[config.mk]
export PLATFORM = sky130hd
export DESIGN_NAME = fragment_reassembly_nack_tracker_core
export DESIGN_NICKNAME = d
export VERILOG_FILES = /design/src/rtl/frnt_pkg.sv /design/src/rtl/frnt_alu.sv /design/src/rtl/frnt_obuf.sv /design/src/rtl/fragment_reassembly_nack_tracker_core.sv
export SDC_FILE = /design/constraint.sdc
export NUM_CORES = 1
export LEC_CHECK = 0
export ABC_AREA = 1
export BUFFER_PORTS_ARGS = -buffer_cell sky130_fd_sc_hd__buf_4
export CELL_PAD_IN_SITES_DETAIL_PLACEMENT = 1
export CELL_PAD_IN_SITES_GLOBAL_PLACEMENT = 2
export CORE_ASPECT_RATIO = 0.8
export CORE_MARGIN = 8
export CORE_UTILIZATION = 37
export CTS_BUF_LIST = sky130_fd_sc_hd__clkbuf_8 sky130_fd_sc_hd__clkbuf_16
export CTS_CLUSTER_DIAMETER = 200
export CTS_CLUSTER_SIZE = 28
export DETAILED_ROUTE_END_ITERATION = 10
export MAX_ROUTING_LAYER = met4
export PLACE_DENSITY_LB_ADDON = 0.1
export SLEW_MARGIN = 20
export SYNTH_ARGS = -nofsm -noshare
export SYNTH_HDL_FRONTEND = slang
export SYNTH_SLANG_ARGS = --single-unit
[constraint.sdc]
create_clock -name clk -period 17.2 [get_ports clk]
set_clock_uncertainty 0.05 [all_clocks]
set_input_delay 1.72 -clock clk [delete_from_list [all_inputs] [get_ports clk]]
set_output_delay 1.72 -clock clk [all_outputs]
set_load 0.05 [all_outputs]
[src/rtl/frnt_pkg.sv]
// Shared types, codes and constants for the fragment reassembly tracker.
package frnt_pkg;

  localparam int MAX_FRAGMENTS = 64;
  localparam int IDX_W = $clog2(MAX_FRAGMENTS);
  localparam int CNT_W = $clog2(MAX_FRAGMENTS + 1);
  localparam int BASE_W = 16;
  localparam int MAYDAY_W = 16;
  localparam int WORD_W = 32;

  localparam logic [BASE_W-1:0] WAIT_BASE_RESET = 16'd1000;
  localparam logic [MAYDAY_W-1:0] MAYDAY_MAX = '1;

  typedef enum logic [1:0] {
    CMD_START = 2'd0,
    CMD_FRAG  = 2'd1,
    CMD_TICK  = 2'd2,
    CMD_LIST  = 2'd3
  } cmd_t;

  typedef enum logic [3:0] {
    ST_OUT_OF_RANGE = 4'd0,
    ST_DUPLICATE    = 4'd1,
    ST_ACCEPTED     = 4'd2,
    ST_COMPLETE     = 4'd3,
    ST_MAYDAY       = 4'd4,
    ST_NO_MAYDAY    = 4'd5,
    ST_MISSING      = 4'd6,
    ST_STARTED      = 4'd7,
    ST_NONE_MISSING = 4'd8
  } status_t;

  typedef enum logic [2:0] {
    S_IDLE,
    S_START,
    S_FRAG,
    S_TICK_INC,
    S_TICK_CMP,
    S_TICK_MUL,
    S_TICK_ADD,
    S_LIST
  } state_t;

  // Operands for the shared adder / comparator.
  typedef struct packed {
    logic [WORD_W-1:0] a;
    logic [WORD_W-1:0] b;
  } alu_req_t;

  typedef struct packed {
    logic [WORD_W-1:0] sum_sat;
    logic              ge;
  } alu_rsp_t;

  // One result item.
  typedef struct packed {
    status_t              status;
    logic [IDX_W-1:0]     missing_index;
    logic                 last;
    logic [CNT_W-1:0]     received_count;
    logic [MAYDAY_W-1:0]  mayday_count;
  } out_item_t;

endpackage

[src/rtl/frnt_alu.sv]
// Shared 32-bit saturating adder and unsigned comparator.
module frnt_alu
  import frnt_pkg::*;
(
  input  alu_req_t req,
  output alu_rsp_t rsp
);

  logic [WORD_W:0] sum;

  assign sum         = {1'b0, req.a} + {1'b0, req.b};
  assign rsp.sum_sat = sum[WORD_W] ? {WORD_W{1'b1}} : sum[WORD_W-1:0];
  assign rsp.ge      = (req.a >= req.b);

endmodule

[src/rtl/frnt_obuf.sv]
// Output register stage holding one result item until it is taken.
module frnt_obuf
  import frnt_pkg::*;
(
  input  logic      clk,
  input  logic      rst,
  input  logic      push,
  input  out_item_t push_item,
  output logic      free,
  output logic      out_valid,
  input  logic      out_ready,
  output out_item_t item
);

  assign free = !out_valid || out_ready;

  always_ff @(posedge clk) begin
    if (rst) begin
      out_valid <= 1'b0;
    end else if (push) begin
      out_valid <= 1'b1;
    end else if (out_ready) begin
      out_valid <= 1'b0;
    end
  end

  always_ff @(posedge clk) begin
    if (push) begin
      item <= push_item;
    end
  end

endmodule

[src/rtl/fragment_reassembly_nack_tracker_core.sv]
// Top level: sequencer, tracker state and received map around the shared adder.
//
//  channel | signals                                             | handshake
//  --------+-----------------------------------------------------+-----------------
//  in      | command, frag_index, last_fragment_index            | in_valid/in_ready
//  out     | status, missing_index, last, received_count,        | out_valid/out_ready
//          | mayday_count                                        |
//  cfg     | cfg_data (wait_base)                                | cfg_we
//
// Start and fragment items pass S_START or S_FRAG; a tick passes S_TICK_INC and
// S_TICK_CMP, then S_TICK_MUL (multiply) and S_TICK_ADD (wait update through the
// shared adder) when a mayday is due. A list item scans the map one index per
// cycle unless a full output register stalls it, then emits the final result.
// A result leaves through an output register; the sequencer waits only when
// that register is still full. Reset is synchronous and needs no clearing pass.
module fragment_reassembly_nack_tracker_core
  import frnt_pkg::*;
(
  input  logic                clk,
  input  logic                rst,
  input  logic                in_valid,
  output logic                in_ready,
  input  logic [1:0]          command,
  input  logic [IDX_W-1:0]    frag_index,
  input  logic [IDX_W-1:0]    last_fragment_index,
  output logic                out_valid,
  input  logic                out_ready,
  output logic [3:0]          status,
  output logic [IDX_W-1:0]    missing_index,
  output logic                last,
  output logic [CNT_W-1:0]    received_count,
  output logic [MAYDAY_W-1:0] mayday_count,
  input  logic                cfg_we,
  input  logic [BASE_W-1:0]   cfg_data
);

  state_t state, state_next;

  logic [BASE_W-1:0]        wait_base;
  logic [MAX_FRAGMENTS-1:0] rx_map;
  logic [CNT_W-1:0]         total;
  logic [IDX_W-1:0]         final_index;
  logic [WORD_W-1:0]        elapsed;
  logic [WORD_W-1:0]        cur_wait;
  logic [MAYDAY_W-1:0]      maydays;
  logic [WORD_W-1:0]        product;
  logic [IDX_W-1:0]         frag_q;
  logic [IDX_W-1:0]         lfi_q;
  logic [IDX_W-1:0]         scan_idx;
  logic                     pend_valid;
  logic [IDX_W-1:0]         pend_idx;
  logic                     emit_pending;
  status_t                  emit_status;
  logic [IDX_W-1:0]         emit_missing;

  alu_req_t          alu_req;
  alu_rsp_t          alu_rsp;
  logic [WORD_W-1:0] mul_res;
  logic [CNT_W-1:0]  total_inc;
  logic              slot_free;
  logic              push;
  out_item_t         push_item;
  out_item_t         out_item;
  logic              scan_missing;
  logic              scan_stall;
  logic              scan_end;
  logic              in_fire;

  frnt_alu u_alu (
    .req (alu_req),
    .rsp (alu_rsp)
  );

  frnt_obuf u_obuf (
    .clk       (clk),
    .rst       (rst),
    .push      (push),
    .push_item (push_item),
    .free      (slot_free),
    .out_valid (out_valid),
    .out_ready (out_ready),
    .item      (out_item)
  );

  assign status         = out_item.status;
  assign missing_index  = out_item.missing_index;
  assign last           = out_item.last;
  assign received_count = out_item.received_count;
  assign mayday_count   = out_item.mayday_count;

  assign in_ready = (state == S_IDLE) && !emit_pending;
  assign in_fire  = in_valid && in_ready;

  assign mul_res   = WORD_W'(wait_base) * WORD_W'(maydays);
  assign total_inc = (total < CNT_W'(MAX_FRAGMENTS)) ? total + 1'b1 : total;

  assign scan_missing = !rx_map[scan_idx];
  // A new missing index pushes out the one held back; that needs a free slot.
  assign scan_stall   = scan_missing && pend_valid && !slot_free;
  assign scan_end     = (scan_idx == final_index);

  always_comb begin
    alu_req = '0;
    unique case (state)
      S_FRAG: begin
        alu_req.a = WORD_W'(final_index);
        alu_req.b = WORD_W'(frag_q);
      end
      S_TICK_INC: begin
        alu_req.a = elapsed;
        alu_req.b = WORD_W'(1);
      end
      S_TICK_CMP: begin
        alu_req.a = elapsed;
        alu_req.b = cur_wait;
      end
      S_TICK_ADD: begin
        alu_req.a = cur_wait;
        alu_req.b = product;
      end
      default: alu_req = '0;
    endcase
  end

  // Result pushes: the final item of any input, or a held-back missing index.
  always_comb begin
    push_item                = '0;
    push_item.received_count = total;
    push_item.mayday_count   = maydays;
    push                     = 1'b0;
    if (emit_pending) begin
      push                    = slot_free;
      push_item.status        = emit_status;
      push_item.missing_index = emit_missing;
      push_item.last          = 1'b1;
    end else if (state == S_LIST && scan_missing && pend_valid && slot_free) begin
      push                    = 1'b1;
      push_item.status        = ST_MISSING;
      push_item.missing_index = pend_idx;
      push_item.last          = 1'b0;
    end
  end

  always_comb begin
    state_next = state;
    unique case (state)
      S_IDLE: begin
        if (in_fire) begin
          unique case (cmd_t'(command))
            CMD_START: state_next = S_START;
            CMD_FRAG:  state_next = S_FRAG;
            CMD_TICK:  state_next = S_TICK_INC;
            CMD_LIST:  state_next = S_LIST;
            default:   state_next = S_IDLE;
          endcase
        end
      end
      S_START:    state_next = S_IDLE;
      S_FRAG:     state_next = S_IDLE;
      S_TICK_INC: state_next = S_TICK_CMP;
      S_TICK_CMP: state_next = alu_rsp.ge ? S_TICK_MUL : S_IDLE;
      S_TICK_MUL: state_next = S_TICK_ADD;
      S_TICK_ADD: state_next = S_IDLE;
      S_LIST:     state_next = (!scan_stall && scan_end) ? S_IDLE : S_LIST;
      default:    state_next = S_IDLE;
    endcase
  end

  always_ff @(posedge clk) begin
    if (rst) begin
      state <= S_IDLE;
    end else begin
      state <= state_next;
    end
  end

  always_ff @(posedge clk) begin
    if (rst) begin
      wait_base    <= WAIT_BASE_RESET;
      rx_map       <= '0;
      total        <= '0;
      final_index  <= '0;
      elapsed      <= '0;
      cur_wait     <= WORD_W'(WAIT_BASE_RESET);
      maydays      <= '0;
      pend_valid   <= 1'b0;
      emit_pending <= 1'b0;
    end else begin
      if (cfg_we) begin
        wait_base <= cfg_data;
      end
      if (push && emit_pending) begin
        emit_pending <= 1'b0;
      end
      unique case (state)
        S_IDLE: begin
          if (in_fire) begin
            pend_valid <= 1'b0;
          end
        end
        S_START: begin
          // A 6-bit index can never exceed the last map entry.
          final_index  <= lfi_q;
          rx_map       <= '0;
          total        <= '0;
          elapsed      <= '0;
          cur_wait     <= WORD_W'(wait_base);
          maydays      <= '0;
          emit_pending <= 1'b1;
        end
        S_FRAG: begin
          emit_pending <= 1'b1;
          if (alu_rsp.ge && !rx_map[frag_q]) begin
            rx_map[frag_q] <= 1'b1;
            total          <= total_inc;
            elapsed        <= '0;
            cur_wait       <= WORD_W'(wait_base);
            maydays        <= '0;
          end
        end
        S_TICK_INC: begin
          elapsed <= alu_rsp.sum_sat;
        end
        S_TICK_CMP: begin
          if (alu_rsp.ge) begin
            if (maydays != MAYDAY_MAX) begin
              maydays <= maydays + 1'b1;
            end
          end else begin
            emit_pending <= 1'b1;
          end
        end
        S_TICK_MUL: ;
        S_TICK_ADD: begin
          cur_wait     <= alu_rsp.sum_sat;
          emit_pending <= 1'b1;
        end
        S_LIST: begin
          if (!scan_stall) begin
            if (scan_missing) begin
              pend_valid <= 1'b1;
            end
            if (scan_end) begin
              emit_pending <= 1'b1;
            end
          end
        end
        default: ;
      endcase
    end
  end

  // Payload and scan registers, no reset needed.
  always_ff @(posedge clk) begin
    if (in_fire) begin
      frag_q   <= frag_index;
      lfi_q    <= last_fragment_index;
      scan_idx <= '0;
    end
    unique case (state)
      S_START: begin
        emit_status  <= ST_STARTED;
        emit_missing <= '0;
      end
      S_FRAG: begin
        emit_missing <= '0;
        if (!alu_rsp.ge) begin
          emit_status <= ST_OUT_OF_RANGE;
        end else if (rx_map[frag_q]) begin
          emit_status <= ST_DUPLICATE;
        end else if (total_inc > CNT_W'(final_index)) begin
          emit_status <= ST_COMPLETE;
        end else begin
          emit_status <= ST_ACCEPTED;
        end
      end
      S_TICK_CMP: begin
        emit_status  <= ST_NO_MAYDAY;
        emit_missing <= '0;
      end
      S_TICK_MUL: begin
        product <= mul_res;
      end
      S_TICK_ADD: begin
        emit_status  <= ST_MAYDAY;
        emit_missing <= '0;
      end
      S_LIST: begin
        if (!scan_stall) begin
          if (scan_missing) begin
            pend_idx <= scan_idx;
          end
          if (scan_end) begin
            emit_status  <= (scan_missing || pend_valid) ? ST_MISSING : ST_NONE_MISSING;
            emit_missing <= scan_missing ? scan_idx : (pend_valid ? pend_idx : '0);
          end else begin
            scan_idx <= scan_idx + 1'b1;
          end
        end
      end
      default: ;
    endcase
  end

endmodule

==> key figures <==
Floorplan
  • Effective utilization at floorplan: 37.2%
  • Y dimension of the die: 248 um
  • Die footprint: 76200 sq um
  • IO Pins: 71
  • Width of the die: 307 um
  • Site Rows: 85
  • Core ar.: 67100 sq um

Logic synthesis
  • Nets in the synthesized netlist: 3907
  • Post-synthesis sequential element count: 279
  • Post-Synthesis Cell Area: 25000 sq um
  • Most repeated cell in the gate-level netlist after synthesis: nand2_1
  • Synth warn: 0
  • Number of different library cells in the post-synthesis netlist: 51
  • Sequential-to-total area share from yosys stat: 26.1%
  • Avg Synthesized Cell Area: 7.14 sq um
  • Most common flop cell mapped by yosys: dfxtp_1
  • Cell type with the highest aggregate area in the netlist: fa_1
  • Gate count of the mapped netlist: 3500
  • Portion of synthesized cell area occupied by the leading cell type: 15.6%
  • Async set-or-reset flop fraction in the synthesized netlist: 0%
  • Most area-consuming cells after synthesis: fa_1 16%, dfxtp_1 15%, nand2_1 14%
  • Cell types with the highest counts after synthesis: 945 x nand2_1, 658 x inv_1, 294 x nor2_1
  • Number of synthesized flops with an enable pin: 94

Power and ir drop
  • Combinational power share: 45.9%
  • Power spent charging and discharging nets: 1.13 mW
  • Total power density per cell area: 87.4 nW/um^2
  • Internal Dissipation: 1.19 mW
  • Highest ir drop seen on vdd: 0.0000918 V
  • Fraction of power spent switching nets: 48.7%
  • Static leakage: 13.1 nW
  • Sequential share of power: 37.4%
  • Clock power frac: 16.7%

Worst hold path
  • Hold Path Class: reg2reg
  • Hold EP: u_obuf.item[12]$_DFFE_PP_
  • Worst Min Path Start: maydays[12]$_SDFFE_PP0P_
  • Number of stages on the worst hold path: 0

CTS
  • Clk_lat worst skew: 0.55 ns
  • Cts-stage hold buffer count: 0
  • Number of buffers created by CTS: 13
  • Clock input transition at the sequential cells of the worst setup and hold paths: 0.13 ns
  • Cell at the root of the clock tree: clkbuf_16
  • TritonCTS clock tree: done
  • H-tree Lvls: 1
  • Maximum buffer depth of the clock tree: 3
  • Clock sinks: 279
  • Cts repair resizes: 0
  • # Post-CTS Setup Buffers: 0

Place
  • Number of buffers inserted by port buffering: 70
  • RD Place Congestion: 0.872
  • Hpwl dp: 68200 um

Timing
  • Max-slew violation total from the final report: 0
  • Final TNS setup: 0 ns
  • Final count of hold timing violations: 0
  • Peak clock frequency supported by timing: 152 MHz
  • Unrepaired setup endpoints after global routing: false
  • Normalized max-slew margin: 22.6%
  • Final period util: 38.2%
  • Final setup violation count: 0
  • Pin slew with the least headroom to its limit: 1.16 ns
  • Time the final worst path needs with I/O delays and setup: 6.57 ns
  • Hold WS: 0.413 ns

Critical path
  • Dominant cell type by count on the critical path: fa_1
  • Worst-path cell chain: nand2_1, fa_1, inv_1, fa_1, fa_1, fa_1, fa_1, inv_1, fa_1, inv_1, ha_1, nand2_1, inv_1, a21boi_0, nor2_1, nor2_1, o211ai_1, a21oi_1, o21ai_0, xor2_1
  • Biggest fanout along the worst timing path: 21
  • Category of the worst setup path capture point: flip-flop
  • Slowest library cell on the worst path: dfxtp_1
  • Critical path type: reg2reg
  • Reg-to-reg critical path endpoint: product[29]$_DFFE_PP_
  • Data required time at the worst endpoint: 17.43 ns
  • R2r setup slk: 10.63 ns
  • Arrival @ worst endpoint: 6.81 ns
  • Reg-to-Reg Start: maydays[11]$_SDFFE_PP0P_
  • Sort of element at the start of the critical path: flip-flop
  • CP peak stage delay: 1.11 ns
  • Worst R2R Path Depth: 20

Global route
  • Total global routing overflow: 0
  • First-pass GRT wire length: 140000 um
  • Maximum number of pins on one net before global-route repair: 73
  • Antenna violations before repair: 0
  • Via count of the first global-routing pass: 23600
  • GRT Overall Usage: 23.7%

Job
  • Maxcap violations: 0

Detailed routing
  • Mean number of vias per cell: 5.09
  • Remaining antenna violation count after routing: 0
  • DR vias: 22200
  • Drt drc: 0
  • Detailed Route WL: 89500 um
  • Detailed Route Iter0 Violations: 1165
  • Number of iterations in the first detailed-routing pass: 5
  • Routed len/inst: 20.5 um

Final layout
  • Layout net count: 3857
  • Diode count: 0
  • Area used by multi-input combinational logic: 15200 sq um
  • Area taken by flip-flops and latches: 6530 sq um
  • Layout cell share with drive strength beyond 1: 3.93%
  • Fill cell total of the finished layout: 8539
  • Layout overhead on the synthesized area: 5.94%

Outcome
  • Result of the run: completed
layout by cell type, fill, tap and decap left out, types with 5 or more instances in the layout:
cell,n
a21boi_0,8
nand3_1,160
o21ai_0,150
a21o_1,8
a21oi_1,235
clkbuf_16,13
inv_2,5
inv_1,665
ha_1,177
a31oi_1,7
o21ai_1,10
nand2_1,943
buf_4,97
xnor2_1,18
dfxtp_1,185
nor3_1,36
nor2_1,292
o211ai_1,5
xor2_1,43
edfxtp_1,94
o22ai_1,32
nor4_1,5
nand4_1,12
fa_1,195
o21bai_1,14
nand2_2,7
cells by family (layout without fill, tap and decap cells):
family          count (synthesis)  count (layout)  share of synthesized area (%)
xor+xnor                       61              61                           2.14
buf+inv                       825             782                           13.0
flops                         279             279                           26.1
simple gates                 1474            1474                           23.7
fa+ha+maj                     372             372                           24.5
compound gates                489             489                           10.6
final cells by class:
cell class | count | area share [%]
inverter | 663 | 9.40
timing repair buffer | 97 | 2.75
clock buffer | 13 | 1.23
multi-input combinational | 2396 | 57.5
clock inverter | 9 | 0.146
tap | 913 | 4.31
sequential | 279 | 24.6
through the flow:
stage / total power [mW] / setup WS, ns / cells / utilization [%] / instance area (sq um)
after floorplan: 1.59 / 11.31 / 3500 / - / 25000
final: 2.31 / 10.63 / 4370 / 39.5 / 26500
after CTS: 2.33 / 10.56 / 4370 / 39.5 / 26500
after global placement: 1.92 / 10.68 / 4348 / 38.9 / 26100
after detailed placement: 1.94 / 10.59 / 4348 / 38.9 / 26100
after global routing: 2.46 / 10.25 / 4370 / 39.5 / 26500
sequential cells by signal (all words and copies together) (netlist names), 7 cells and up:
name	cells
u_obuf.item	34
total	7
wait_base	16
product	32
maydays	16
elapsed	32
cur_wait	32
rx_map	64
worst max-delay path by stage:
stage | start | cells past startpoint | endpoint
6_report | maydays[11]$_SDFFE_PP0P_ | 20 | product[29]$_DFFE_PP_
5_1_grt | wait_base[8]$_SDFFE_PP1P_ | 20 | product[29]$_DFFE_PP_
4_1_cts | maydays[11]$_SDFFE_PP0P_ | 18 | product[29]$_DFFE_PP_
3_5_place_dp | maydays[11]$_SDFFE_PP0P_ | 18 | product[29]$_DFFE_PP_
3_3_place_gp | wait_base[8]$_SDFFE_PP1P_ | 20 | product[29]$_DFFE_PP_
2_1_floorplan | maydays[1]$_SDFFE_PP0P_ | 21 | product[20]$_DFFE_PP_
power by group through the flow:
stage               registers [mW]  logic (mW)  clock network (mW)
floorplan                    0.898       0.688                   0
global placement             0.876        1.04                   0
detailed placement           0.880        1.06                   0
CTS                          0.864        1.07               0.401
global route                 0.875        1.17               0.417
finish                       0.864        1.06               0.386
layer usage:
metal,GRT usage [%],wire [um],up-vias,part of all wire (%)
met1,34.7,46700,11200,52
met5,-,0,-,0
met4,2.64,809,0,0.90
met2,36.7,39000,353,44
li1,-,-,10700,-
met3,1.94,2950,46,3.3
worst max-delay path: cells and delay by family (launching register included):
kind / cells / cell delay [ns]
AOI/OAI and AO/OA: 4 / 0.79
xor gates and xnor gates: 1 / 0.16
adders and majority gates: 7 / 3.47
buffers and inverters: 4 / 0.20
DFF: 1 / 1.11
and+or+nand+nor: 4 / 0.52
Note: power is estimated with default switching activity, not from simulation.
